[src/rtl/core/gmt_pkg.sv]
`default_nettype none
package gmt_pkg;

    localparam int IdW    = 32;
    localparam int PortW  = 16;
    localparam int BeatW  = 32;
    localparam int StampW = 32;

    typedef enum logic [1:0] {
        CMD_GOSSIP    = 2'd0,
        CMD_JOIN_REP  = 2'd1,
        CMD_JOIN_REQ  = 2'd2,
        CMD_TICK      = 2'd3
    } cmd_t;

    localparam logic KIND_DUMP   = 1'b0;
    localparam logic KIND_REMOVE = 1'b1;

    localparam logic [2:0] REG_SELF_ID   = 3'd0;
    localparam logic [2:0] REG_SELF_PORT = 3'd1;
    localparam logic [2:0] REG_PERIOD    = 3'd2;
    localparam logic [2:0] REG_TIMEOUT   = 3'd3;
    localparam logic [2:0] REG_IN_GROUP  = 3'd4;

    typedef struct packed {
        logic [IdW-1:0]    id;
        logic [PortW-1:0]  port;
        logic [BeatW-1:0]  beat;
        logic [StampW-1:0] stamp;
    } slot_t;

    // Configuration values handed to the sequencer
    typedef struct packed {
        logic [IdW-1:0]   self_id;
        logic [PortW-1:0] self_port;
        logic [7:0]       period;
        logic [15:0]      timeout;
    } cfg_t;

endpackage
`default_nettype wire

[src/rtl/core/gmt_slot_ram.sv]
`default_nettype none
module gmt_slot_ram
    import gmt_pkg::*;
#(
    parameter int Depth = 32,
    parameter int AddrW = 5
) (
    input  wire logic             clk,
    input  wire logic             we,
    input  wire logic [AddrW-1:0] waddr,
    input  var  slot_t            wdata,
    input  wire logic [AddrW-1:0] raddr,
    output slot_t                 rdata
);

    slot_t mem [Depth];

    // Write port and registered read port
    always_ff @(posedge clk)
    begin
        if (we)
        begin
            mem[waddr] <= wdata;
        end
        rdata <= mem[raddr];
    end

endmodule
`default_nettype wire

[config.mk]
export PLATFORM = sky130hd
export DESIGN_NAME = gmt_slot_ram
export DESIGN_NICKNAME = d
export VERILOG_FILES = /design/src/rtl/core/gmt_pkg.sv /design/src/rtl/core/gmt_slot_ram.sv
export SDC_FILE = /design/constraint.sdc
export NUM_CORES = 2
export LEC_CHECK = 0
export BUFFER_PORTS_ARGS = -buffer_cell sky130_fd_sc_hd__buf_2
export CAP_MARGIN = 20
export CORE_MARGIN = 3
export CORE_UTILIZATION = 45
export DETAILED_ROUTE_END_ITERATION = 8
export PLACE_DENSITY_LB_ADDON = 0.08
export SYNTH_ARGS = -nofsm -noshare
export SYNTH_HDL_FRONTEND = slang
export SYNTH_SLANG_ARGS = --single-unit
[constraint.sdc]
create_clock -name clk -period 7.3 [get_ports clk]
set_input_delay 0.73 -clock clk [delete_from_list [all_inputs] [get_ports clk]]
set_output_delay 0.73 -clock clk [all_outputs]
set_load 0.005 [all_outputs]
==> qor.csv <==
metric,value,unit
adder-cell share of the synthesized area,0,%
fin crit share,45.50,%
CP endpoint,rdata[25],
die area,0.3139,mm²
GRT Util Overall,24.20,%
Post-Synth Simple-Gate Area,1.402,%
Post-Layout Cell Count,11360,
"Avg Cell Area, Syn",21.19,µm²
Initial Util,45.43,%
Post-synth ARST share,0,%
FF+latch area,0.1099,mm²
Fin. Hold Viols,0,
CTS Buf Count,389,
CP Buf/Inv Count,3,
vias in the first global route,69070,
Detailed Place HPWL,185.3,mm
Synth top area share,77.85,%
Post-Syn Instances,6524,
hold buffers post-CTS,0,
dpl cells,10620,
Vias/cell,6.031,
Clock Tree Buf Depth,4,
Worst Path Required,8.14,ns
Worst Clk Skew,0.04853,ns
DRC violations left,0,
most frequent cells in the layout,"edfxtp_1 (3584), mux2i_1 (896), a22oi_1 (594), mux4_2 (448), clkbuf_16 (398)",
"commonest non-fill, non-tap cell in the layout",edfxtp_1,
sequential share of the synthesized area,79.48,%
Fillers,24180,
area of the multi-input gates,0.02688,mm²
Post-Syn Area,0.1382,mm²
startpoint types,input port,
Max transition margin,19.67,%
largest fanout on the critical path,36,
Pins Over Slew Limit,0,
DR vias,68500,
Crit Path Class,in -> reg,
largest family of logic cells by synthesized area,multiplexers,
area delta synth->final,13.83,%
Final Critical Period,3.322,ns
Max IR drop VDD,0.0001800,V
Crit path max-delay family,buffers and inverters,
synth unique cells,31,
leakage,0.05145,µW
final net count,7056,
crit path launch,raddr[1],
Compound-Gate Fraction of Synth Area,3.971,%
GPL Wtd Cong,0.7184,
post-cts resize count,0,
"slowest stage delay, CP",1.07,ns
# IOs,236,
Sink Count,3696,
DR iter-0 viols,7407,
Die Width,560.3,µm
synth warn,0,
Post-synth EDFFs,3584,
Reg2Reg Depth,4,
arrival time worst endpoint,4.16,ns
Clock Latency Late Sink,0.95,ns
WL final,385.4,mm
antenna violations before repair,51,
first drt pass iteration count,6,
Die Ht,560.3,µm
postcts setup bufs,0,
"CTS clk-pin slew, worst paths",0.06,ns
DR WL/cell,33.93,µm
top post-synthesis cells by area,"edfxtp_1 (78%), mux4_2 (7.3%), mux2i_1 (6.5%), a22oi_1 (3.2%), dfxtp_1 (1.6%)",
maximum operating frequency,0.3011,GHz
Post-Synth XOR/XNOR Area,0,%
Critical R2R Capture,rdata[74],
# setup viols final,0,
core region area,0.3043,mm²
CP Depth,7,
fraction of layout cells with a size suffix above 1,20.01,%
CP max stage cell,nor2b_4,
MaxCap Viol Count,0,
gr ovfl total,0,
mux share of post-synthesis cell area,13.79,%
pwr dens,286.8,mW/mm²
Setup TNS,0,ns
crit-path cells,buf_6 > nor2b_4 > buf_4 > nor2b_4 > buf_4 > a22oi_1 > nand4_1,
global-route wire length before repair,537.8,mm
TritonCTS clock tree,yes,
R2R setup slack,5.63,ns
Syn Nets,6648,
"flops & latches, synth",3696,
clock root buffer,clkbuf_16,
status,completed,
IO Port Bufs,235,
RR Startpoint,mem[15][74],
pin count of the biggest net entering global routing,132,
# H-tree levels,5,
post-route ant nets,0,
worst-margin pin slew,1.205,ns
row count,202,
cell taking the most area after synthesis,edfxtp_1,
hold crit path type,in -> reg,
ys flop type,edfxtp_1,
RSZ-0062 raised after global routing,false,
Crit. End Element,register,
cells by family (layout without fill, tap and decap cells):
family                 after synthesis  after routing
muxes                             1344           1344
AOI/OAI and AO/OA                  734            734
DFF                               3696           3696
and+or+nand+nor                    377            377
buffers and inverters              373           1105
other                                0             22
metal layers:
| layer | global-route usage, % | part of all wire (%) | up-vias | routed length, µm |
|---|---|---|---|---|
| li1 | - | - | 28220 | - |
| met1 | 34.45 | 43 | 37360 | 163900 |
| met2 | 39.29 | 49 | 2364 | 187100 |
| met3 | 4.000 | 6.5 | 544 | 24870 |
| met4 | 5.835 | 2.4 | 14 | 9413 |
| met5 | 0 | 0.023 | - | 87 |
area by class of cell:
class                      count  area share, %
inverter                       1       0.002385
clock inverter               171          1.072
antenna                       22        0.03499
timing repair buffer         389          1.834
tap                         4080          3.244
multi-input combinational   2455          17.08
clock buffer                 544          6.907
sequential                  3696          69.82
worst min-delay path by stage:
stage	cells after the start	end	slack, ns	from
floorplan	4	rdata[25]	0.55	mem[20][25]
global placement	4	rdata[25]	0.61	mem[20][25]
detailed placement	4	rdata[25]	0.60	mem[21][25]
CTS	1	mem[2][78]	0.20	wdata[78]
global route	1	mem[2][78]	0.25	wdata[78]
finish	1	mem[2][78]	0.27	wdata[78]
cells in the mapped netlist (all sizes together) (46+ instances only):
cell type     n
edfxtp     3584
mux2i       896
a22oi       594
mux4        448
nand3       226
buf         223
clkbuf      149
dfxtp       112
a22o         62
a31oi        62
nand4        50
nor2         46
power by group:
| part | switching, µW | leakage, µW | internal [µW] |
|---|---|---|---|
| Clock | 8120 | 0.00613 | 11200 |
| Combinational | 1330 | 0.0121 | 693 |
| Sequential | 153 | 0.0332 | 23600 |
| Total | 9600 | 0.0514 | 35500 |
worst reg2reg max path: cells and delay by family (launching register included):
| family | cells | cell delay (ns) |
|---|---|---|
| AO/OA/AOI/OAI | 2 | 0.61 |
| AND/OR/NAND/NOR | 1 | 0.11 |
| multiplexers | 1 | 0.46 |
| flip-flops | 1 | 0.37 |
sequential cells by signal, indices dropped and copies added (netlist names):
register and count:
rdata 112, mem 3584
metrics by stage:
stage               total power (µW)  setup WS (ns)  utilization [%]  cell area [µm²]  hold slack (ns)
floorplan                      25230         0.6656                -           138200           0.5486
global placement               26210          3.105            47.54           144700           0.6117
detailed placement             26250          3.091            47.57           144700           0.5956
CTS                            45560          4.012            51.69           157300           0.2018
global route                   46550          4.034            51.70           157300           0.2516
finish                         45120          3.978            51.71           157400           0.2698
No activity file was read; power rests on OpenSTA's default activity.
