$ cat src/rtl/core/gmt_pkg.sv
`default_nettype none
package gmt_pkg;

    localparam int IdW    = 32;
    localparam int PortW  = 16;
    localparam int BeatW  = 32;
    localparam int StampW = 32;

    typedef enum logic [1:0] {
        CMD_GOSSIP    = 2'd0,
        CMD_JOIN_REP  = 2'd1,
        CMD_JOIN_REQ  = 2'd2,
        CMD_TICK      = 2'd3
    } cmd_t;

    localparam logic KIND_DUMP   = 1'b0;
    localparam logic KIND_REMOVE = 1'b1;

    localparam logic [2:0] REG_SELF_ID   = 3'd0;
    localparam logic [2:0] REG_SELF_PORT = 3'd1;
    localparam logic [2:0] REG_PERIOD    = 3'd2;
    localparam logic [2:0] REG_TIMEOUT   = 3'd3;
    localparam logic [2:0] REG_IN_GROUP  = 3'd4;

    typedef struct packed {
        logic [IdW-1:0]    id;
        logic [PortW-1:0]  port;
        logic [BeatW-1:0]  beat;
        logic [StampW-1:0] stamp;
    } slot_t;

    // Configuration values handed to the sequencer
    typedef struct packed {
        logic [IdW-1:0]   self_id;
        logic [PortW-1:0] self_port;
        logic [7:0]       period;
        logic [15:0]      timeout;
    } cfg_t;

endpackage
`default_nettype wire

$ cat src/rtl/core/gmt_regs.sv
`default_nettype none
module gmt_regs
    import gmt_pkg::*;
(
    input  wire logic        clk,
    input  wire logic        rst_n,
    input  wire logic        psel,
    input  wire logic        penable,
    input  wire logic        pwrite,
    input  wire logic [4:0]  paddr,
    input  wire logic [31:0] pwdata,
    output logic [31:0]      prdata,
    output cfg_t             cfg,
    output logic             period_wr,
    output logic             group_wr,
    output logic             group_val
);

    logic [IdW-1:0]   self_id_reg;
    logic [PortW-1:0] self_port_reg;
    logic [7:0]       period_reg;
    logic [15:0]      timeout_reg;
    logic             start_reg;
    logic             wr;
    logic [2:0]       idx;

    assign wr  = psel && penable && pwrite;
    assign idx = paddr[4:2];

    // Capture register writes
    always_ff @(posedge clk or negedge rst_n)
    begin
        if (!rst_n)
        begin
            self_id_reg   <= '0;
            self_port_reg <= '0;
            period_reg    <= 8'd5;
            timeout_reg   <= 16'd20;
            start_reg     <= 1'b0;
        end
        else if (wr)
        begin
            case (idx)
                REG_SELF_ID:   self_id_reg   <= pwdata;
                REG_SELF_PORT: self_port_reg <= pwdata[15:0];
                REG_PERIOD:    period_reg    <= pwdata[7:0];
                REG_TIMEOUT:   timeout_reg   <= pwdata[15:0];
                REG_IN_GROUP:  start_reg     <= pwdata[0];
                default: ;
            endcase
        end
    end

    assign period_wr = wr && (idx == REG_PERIOD);
    assign group_wr  = wr && (idx == REG_IN_GROUP);
    assign group_val = pwdata[0];
    assign cfg = '{self_id: self_id_reg, self_port: self_port_reg,
                   period: period_reg, timeout: timeout_reg};

    // Read back
    always_comb
    begin
        case (idx)
            REG_SELF_ID:   prdata = self_id_reg;
            REG_SELF_PORT: prdata = {16'd0, self_port_reg};
            REG_PERIOD:    prdata = {24'd0, period_reg};
            REG_TIMEOUT:   prdata = {16'd0, timeout_reg};
            REG_IN_GROUP:  prdata = {31'd0, start_reg};
            default:       prdata = '0;
        endcase
    end

endmodule
`default_nettype wire

$ cat config.mk
export PLATFORM = sky130hd
export DESIGN_NAME = gmt_regs
export DESIGN_NICKNAME = d
export VERILOG_FILES = /design/src/rtl/core/gmt_pkg.sv /design/src/rtl/core/gmt_regs.sv
export SDC_FILE = /design/constraint.sdc
export NUM_CORES = 1
export LEC_CHECK = 0
export BUFFER_PORTS_ARGS = -buffer_cell sky130_fd_sc_hd__buf_4
export CAP_MARGIN = 20
export CORE_UTILIZATION = 30
export DETAILED_ROUTE_END_ITERATION = 16
export PLACE_DENSITY = 0.58
export SETUP_SLACK_MARGIN = 0.15
export SYNTH_ARGS = -nofsm -noshare
export SYNTH_HDL_FRONTEND = slang
export SYNTH_SLANG_ARGS = --single-unit
$ cat constraint.sdc
create_clock -name clk -period 0.9 [get_ports clk]
set_input_delay 0 -clock clk [delete_from_list [all_inputs] [get_ports clk]]
set_output_delay 0 -clock clk [all_outputs]
set_load 0.02 [all_outputs]
==> parameters.txt, run 1 <==
Parameter                              Value

Floorplan
  Top-level I/O count ... 149
  Die Width ... 110.8 µm
  Number of placement rows ... 39
  Starting density of the core ... 30.98%
  Core area ... 11470 µm²
  Die boundary height ... 110.8 µm
  Die outline area ... 12280 µm²

Timing
  Max transition margin ... 73.33%
  Clock tree skew after final layout ... 0 ns
  Final number of setup-violating endpoints ... 152
  Minimum clock period after layout ... 1.485 ns
  Least setup slack across all paths after layout ... -0.5852 ns
  Least-Margin Pin Slew ... 0.4000 ns
  Final setup TNS ... -21.30 ns
  Unrepaired setup endpoints after global routing ... yes
  Part of the cycle the worst path needs ... 165.0%
  Final Max Tran Viols ... 0
  Fmax achieved ... 0.6733 GHz
  Number of hold violations in the final report ... 0

Place
  Placed instance count ... 585
  Weighted congestion reported at the end of routability-driven placement ... 0.7479
  Half-perimeter wire length after detailed placement ... 7192 µm
  Number of port buffers ... 146

Routing
  Aggregate routed wire length ... 12700 µm
  DRC violation count after routing ... 0
  DR pass1 iterations ... 4
  Initial drt markers ... 89
  Post-route antenna net violation count ... 0
  Avg Vias per Cell ... 4.590
  Routed wirelength normalized by instance count ... 18.02 µm
  Overall via count from detail_route ... 3236

Run status
  Violations in the final reports ... setup timing
  Status ... finished, violations left

Layout
  Flip-flop count of the largest register after layout ... 32
  Antenna diode count ... 0
  Number of nets in the finished design ... 599
  Synth-to-layout area growth ... 119.3%
  Area occupied by multi-input gates ... 1947 µm²
  Most frequent standard cell in the layout excluding fill and tap cells ... sky130_fd_sc_hd__buf_6
  Sequential standard cell area ... 1842 µm²
  Share of layout cells above drive strength 1 ... 78.83%
  Most used cells in the layout excluding fill and tap cells ... sky130_fd_sc_hd__buf_6, sky130_fd_sc_hd__buf_4, sky130_fd_sc_hd__mux2_4, sky130_fd_sc_hd__dfrtp_1, sky130_fd_sc_hd__dlygate4sd3_1
  Layout Cells excl Fill ... 705
  Fill cells ... 782

Global route
  Largest net degree at the start of global routing ... 74
  Initial antenna violation count ... 0
  Number of global-route vias before repair ... 3549
  Grt total ovfl ... 0
  Global routing usage summed across all routing layers ... 20.50%
  Global-route wire length before repair ... 19400 µm

Job
  Count of maximum capacitance violations ... 0

Logic synthesis
  Synthesized-area fraction occupied by xor and xnor cells ... 0%
  Compound-gate portion of the synthesized area ... 1.656%
  Count of flip-flops with a built-in enable after synthesis ... 0
  Yosys warnings ... 0
  Leading register cell type out of synthesis ... sky130_fd_sc_hd__dfrtp_1
  Post-synthesis share of cell area spent on full adders, half adders and majority gates ... 0%
  Avg Synthesized Cell Area ... 14.68 µm²
  Largest cells by area after synthesis ... sky130_fd_sc_hd__dfrtp_1, sky130_fd_sc_hd__mux2_2, sky130_fd_sc_hd__mux2_4, sky130_fd_sc_hd__mux4_2, sky130_fd_sc_hd__and2_1
  Net count after synthesis ... 284
  Post-synthesis sequential element count ... 73
  Async SR Flop Fraction ... 100.0%
  Simple-gate share of the synthesized area ... 9.334%
  Cell variety after synth ... 27
  Post-Synthesis Cells ... 242
  Cell type with the largest total area after synthesis ... sky130_fd_sc_hd__dfrtp_1
  Area of the mapped netlist ... 3552 µm²
  Dominant combinational cell family by area after synthesis ... multiplexers
  Share of cell area taken by muxes after synthesis ... 33.32%
  Area fraction of the dominant cell type after synthesis ... 48.61%
  Portion of the post-synthesis area used by sequential elements ... 51.57%

Critical path
  Startpoint type of the worst setup path ... register
  Critical path data arrival time ... 1.49 ns
  CP required ... 0.90 ns
  CP Max Fanout ... 2
  Classification of the worst setup path ... reg2out
  Worst Setup End Kind ... output port
  Slack of the worst reg-to-reg path ... -0.21 ns
  CP delay by family, top ... multiplexers
  Crit path largest cell delay ... 0.47 ns
  Cell breakdown of the critical path ... mux4_2 > nor2b_4 > buf_6
  Cell with the biggest individual delay on the critical path ... sky130_fd_sc_hd__mux4_2
  Worst path buffer plus inverter count ... 1

Clock network
  Buffer cell driving the clock tree root ... sky130_fd_sc_hd__clkbuf_16
  TritonCTS sink count ... 73
  Worst-case clock buffer depth ... 2
  Clock edge transition at the registers on the reported setup and hold paths ... 0.06 ns
  CTS HTree Levels ... 3
  Clock tree from TritonCTS ... done
  Worst-skew pair later-pin latency ... 0.33 ns
  Clock buffers created by TritonCTS ... 9

Hold path
  Min-Delay Path Class ... in2out

Power and ir drop
  Leakage dissipation ... 3.824 nW
  Areal power density over the cells ... 1932 nW/µm²
  VDD IR-drop max ... 1.152 mV
[cells by family after synthesis]
logic type / count (synthesis)
flip-flops: 73
AND/OR/NAND/NOR: 52
AO/OA/AOI/OAI: 11
buffers and inverters: 17
multiplexers: 89
[metrics by stage]
| step | cell area (µm²) | hold WS, ns | setup WS, ns | util (%) | total power [mW] |
|---|---|---|---|---|---|
| finish | 7790 | 0.2119 | -0.5852 | 67.93 | 15.05 |
| CTS | 7317 | -0.04646 | -0.5739 | 63.81 | 14.36 |
| global route | 7790 | 0.2145 | -0.6193 | 67.93 | 15.68 |
| detailed placement | 5479 | 0.05496 | -0.5412 | 47.78 | 9.029 |
| global placement | 5479 | 0.04846 | -0.5040 | 47.78 | 8.951 |
| floorplan | 3765 | -0.2956 | -0.3114 | - | 6.649 |
[cells in the mapped netlist, types with 4 or more instances]
cell,count
sky130_fd_sc_hd__mux2_2,44
sky130_fd_sc_hd__clkbuf_1,4
sky130_fd_sc_hd__dfstp_2,4
sky130_fd_sc_hd__dfrtp_1,69
sky130_fd_sc_hd__a21oi_1,9
sky130_fd_sc_hd__mux2_4,30
sky130_fd_sc_hd__nor2b_1,7
sky130_fd_sc_hd__nand2_1,10
sky130_fd_sc_hd__mux2i_1,8
sky130_fd_sc_hd__or2_2,8
sky130_fd_sc_hd__and2_1,17
sky130_fd_sc_hd__buf_4,4
sky130_fd_sc_hd__mux4_2,7
[final cells by class]
class / count / area share [%]
multi-input combinational: 152 / 24.99
clock inverter: 2 / 0.4497
timing repair buffer: 321 / 45.10
sequential: 73 / 23.64
tap: 143 / 2.297
clock buffer: 14 / 3.518
[where the power goes]
part / leakage [nW] / switching (mW) / internal [mW]
logic: 2.76 / 2.52 / 4.30
registers: 0.913 / 0.531 / 3.97
clock network: 0.153 / 1.36 / 2.37
total: 3.82 / 4.40 / 10.6
[metal layers]
| metal | GRT usage (%) | wire length, µm |
|---|---|---|
| met1 | 24.76 | 5057 |
| met2 | 36.02 | 6828 |
| met3 | 4.101 | 500 |
| met4 | 7.467 | 318 |
| met5 | 0 | 0 |
[worst reg2reg max path, stage by stage (launching register included)]
cell and delay, ns:
sky130_fd_sc_hd__dfrtp_1 0.40, sky130_fd_sc_hd__buf_6 0.13, sky130_fd_sc_hd__buf_6 0.10, sky130_fd_sc_hd__buf_6 0.11, sky130_fd_sc_hd__mux2_4 0.26
[path summary, 6_finish.rpt]
kind / from / end / depth (start not counted)
max in group asynchronous: rst_n / period_reg[2] / 3
hold / removal: pwdata[0] / group_val / 2
setup reg to reg: self_port_reg[9] / self_port_reg[9] / 4
setup / recovery: self_id_reg[6] / prdata[6] / 3
hold reg to reg: start_reg / start_reg / 1
min in group asynchronous: rst_n / self_port_reg[13] / 3
[repair_timing]
action	in CTS	in global routing
hold buffers	32	1
buffers inserted	32	33
gates resized for setup	224	51
cloned	5	1
pin swaps	9	14
hold endpoints to repair	142	5
setup endpoints to repair	179	179
(Power assumes the default switching activity.)
==> run 2: changes to the inputs <==
--- a/config.mk
+++ b/config.mk
@@ -11,6 +11,7 @@
 export DETAILED_ROUTE_END_ITERATION = 16
 export PLACE_DENSITY = 0.58
 export SETUP_SLACK_MARGIN = 0.15
+export SKIP_LAST_GASP = 1
 export SYNTH_ARGS = -nofsm -noshare
 export SYNTH_HDL_FRONTEND = slang
 export SYNTH_SLANG_ARGS = --single-unit
==> run 2 against run 1 <==
  * Maximum frequency up 0.23%
  * Critical endpoint is now prdata[3]
  * Core utilization down 0.68 points
  * The run still ends with setup timing left
  * Combinational power down 2%
  * Worst setup slack better by 0.0034 ns
  * Cell count unchanged
  * Non-clock buffer count unchanged
  * Sequential share of layout area up 0.24 points
==> parameters.txt, run 2 (synthesis results as in run 1) <==
Parameter                              Value

Layout
  Most used cells in the layout excluding fill and tap cells ... sky130_fd_sc_hd__buf_6, sky130_fd_sc_hd__buf_4, sky130_fd_sc_hd__dfrtp_1, sky130_fd_sc_hd__mux2_4, sky130_fd_sc_hd__dlygate4sd3_1
  Fill cells ... 787 (+0.64%)
  Number of nets in the finished design ... 599 (unchanged)
  Layout Cells excl Fill ... 705 (unchanged)
  Synth-to-layout area growth ... 117.1%
  Flip-flop count of the largest register after layout ... 32 (unchanged)
  Most frequent standard cell in the layout excluding fill and tap cells ... sky130_fd_sc_hd__buf_6
  Share of layout cells above drive strength 1 ... 78.11% (-0.71 points)
  Final core utilization ... 67.26% (-0.68 points)
  Antenna diode count ... 0 (unchanged)

Routing
  Routed wirelength normalized by instance count ... 17.73 µm (-1.6%)
  DR pass1 iterations ... 4 (unchanged)
  Avg Vias per Cell ... 4.532 (-1.3%)
  DRC violation count after routing ... 0 (unchanged)
  Aggregate routed wire length ... 12500 µm (-1.6%)
  Post-route antenna net violation count ... 0 (unchanged)
  Initial drt markers ... 88 (-1.1%)
  Overall via count from detail_route ... 3195 (-1.3%)

Floorplan
  Die boundary height ... 110.8 µm (unchanged)
  Core area ... 11470 µm² (unchanged)
  Top-level I/O count ... 149 (unchanged)
  Die Width ... 110.8 µm (unchanged)
  Starting density of the core ... 30.98% (unchanged)
  Die outline area ... 12280 µm² (unchanged)
  Number of placement rows ... 39 (unchanged)

Critical path
  R2R Path Start ... self_port_reg[9]
  Worst path buffer plus inverter count ... 1 (unchanged)
  CP Max Fanout ... 2 (unchanged)
  Cell breakdown of the critical path ... mux4_2 > nor2b_4 > buf_6
  Cell with the biggest individual delay on the critical path ... sky130_fd_sc_hd__mux4_2
  Startpoint type of the worst setup path ... register
  Worst Setup End Kind ... output port
  CP required ... 0.90 ns (about the same)
  Crit path largest cell delay ... 0.46 ns (about the same)
  Critical path data arrival time ... 1.48 ns (about the same)
  CP delay by family, top ... multiplexers
  Worst setup path start ... period_reg[3]
  Worst-case reg-to-reg path depth ... 4 (unchanged)
  Classification of the worst setup path ... reg2out
  Logic depth of the worst path, buffers included ... 3 (unchanged)

Global route
  Global routing usage summed across all routing layers ... 20.31% (-0.19 points)
  Grt total ovfl ... 0 (unchanged)
  Largest net degree at the start of global routing ... 74 (unchanged)
  Global-route wire length before repair ... 19270 µm (-0.68%)
  Initial antenna violation count ... 0 (unchanged)
  Number of global-route vias before repair ... 3512 (-1.0%)

Hold path
  Source of the worst hold timing path ... pwdata[0]
  Min-Delay Path Class ... in2out
  Min-Delay Path Depth ... 2 (unchanged)

Power and ir drop
  Combinational cell fraction of total power ... 44.9% (-0.4 points)
  Clk pwr share ... 25.1% (+0.3 points)
  Net switching share of the total power ... 29.31% (+0.042 points)
  Leakage dissipation ... 3.796 nW (-0.73%)
  Internal power summed over all cells ... 10.55 mW (-0.89%)
  Switching pwr ... 4.375 mW (-0.69%)
  VDD IR-drop max ... 1.173 mV (+1.8%)
  Total design power ... 14.92 mW (-0.83%)
  Areal power density over the cells ... 1935 nW/µm² (+0.17%)
  Relative contribution of sequential cells to total power ... 30.0% (about the same)

Timing
  Minimum clock period after layout ... 1.482 ns (-0.003387 ns)
  Final Max Tran Viols ... 0 (unchanged)
  Clock tree skew after final layout ... 0 ns (unchanged)
  Least-Margin Pin Slew ... 0.4088 ns (+0.008774 ns)
  Part of the cycle the worst path needs ... 164.6% (-0.38 points)
  Least setup slack across all paths after layout ... -0.5818 ns (+0.003387 ns)
  Worst hold margin ... 0.2125 ns (+0.0005840 ns)
  Max transition margin ... 72.75% (-0.58 points)
  Fmax achieved ... 0.6748 GHz (+0.23%)
  Unrepaired setup endpoints after global routing ... yes
  Number of hold violations in the final report ... 0 (unchanged)
  Final number of setup-violating endpoints ... 156 (+2.6%)

Clock network
  Clock edge transition at the registers on the reported setup and hold paths ... 0.06 ns (about the same)
  Worst-case clock buffer depth ... 2 (unchanged)
  TritonCTS sink count ... 73 (unchanged)
  Clock buffers created by TritonCTS ... 9 (unchanged)
  Buffer cell driving the clock tree root ... sky130_fd_sc_hd__clkbuf_16
  CTS HTree Levels ... 3 (unchanged)
  Worst-skew pair later-pin latency ... 0.33 ns (about the same)
  Clock tree from TritonCTS ... done

Place
  Number of port buffers ... 146 (unchanged)
  Half-perimeter wire length after detailed placement ... 7192 µm (unchanged)
  Weighted congestion reported at the end of routability-driven placement ... 0.7479 (unchanged)
  Placed instance count ... 585 (unchanged)

Job
  Count of maximum capacitance violations ... 0 (unchanged)

Run status
  Status ... finished, violations left
  Violations in the final reports ... setup timing
## run 2: path summary, 6_finish.rpt
kind,to,slack [ns]
setup / recovery,prdata[3],-0.58
hold / removal,group_val,0.21
setup reg to reg,self_port_reg[9],-0.22
hold reg to reg,start_reg,0.52
max in group asynchronous,timeout_reg[2],0.31
min in group asynchronous,timeout_reg[13],0.23
## run 2: metrics by stage
| stage | setup WS (ns) | area, µm² | setup TNS [ns] |
|---|---|---|---|
| after global routing | -0.6169 | 7712 | -25.88 |
| after global placement | -0.5040 | 5479 | -38.29 |
| after CTS | -0.5739 | 7217 | -20.25 |
| after floorplan | -0.3114 | 3765 | -20.74 |
| final | -0.5818 | 7712 | -21.87 |
| after detailed placement | -0.5412 | 5479 | -38.92 |
## run 2: per-layer routing
metal	up-vias	wire, µm	GRT usage, %
met5	-	0	0
met4	0	305	7.733
met3	21	511	4.429
met2	91	6593	35.24
met1	1591	5088	24.53
li1	1492	-	-
## run 2: power by group through the flow
stage | clock network, mW | logic (mW) | registers (mW)
2_1_floorplan | 0 | 1.42 | 5.23
3_3_place_gp | 0 | 4.55 | 4.40
3_5_place_dp | 0 | 4.60 | 4.43
4_1_cts | 3.79 | 5.96 | 4.46
5_1_grt | 3.97 | 7.03 | 4.54
6_report | 3.75 | 6.70 | 4.47
## run 2: what timing repair did
action	CTS	global route
hold buffers	32	1
gates cloned	5	1
setup buffers	32	33
resized for setup	196	57
pin swaps	8	16
setup endpoints to repair	179	179
hold endpoints to repair	142	5
## run 2: final cells by class
class	count	area (µm²)	share of cell area, %
timing repair buffer	321	3461	44.87
clock inverter	2	35.03	0.4543
tap	143	178.9	2.320
clock buffer	14	274.0	3.553
multi-input combinational	152	1922	24.92
sequential	73	1842	23.88
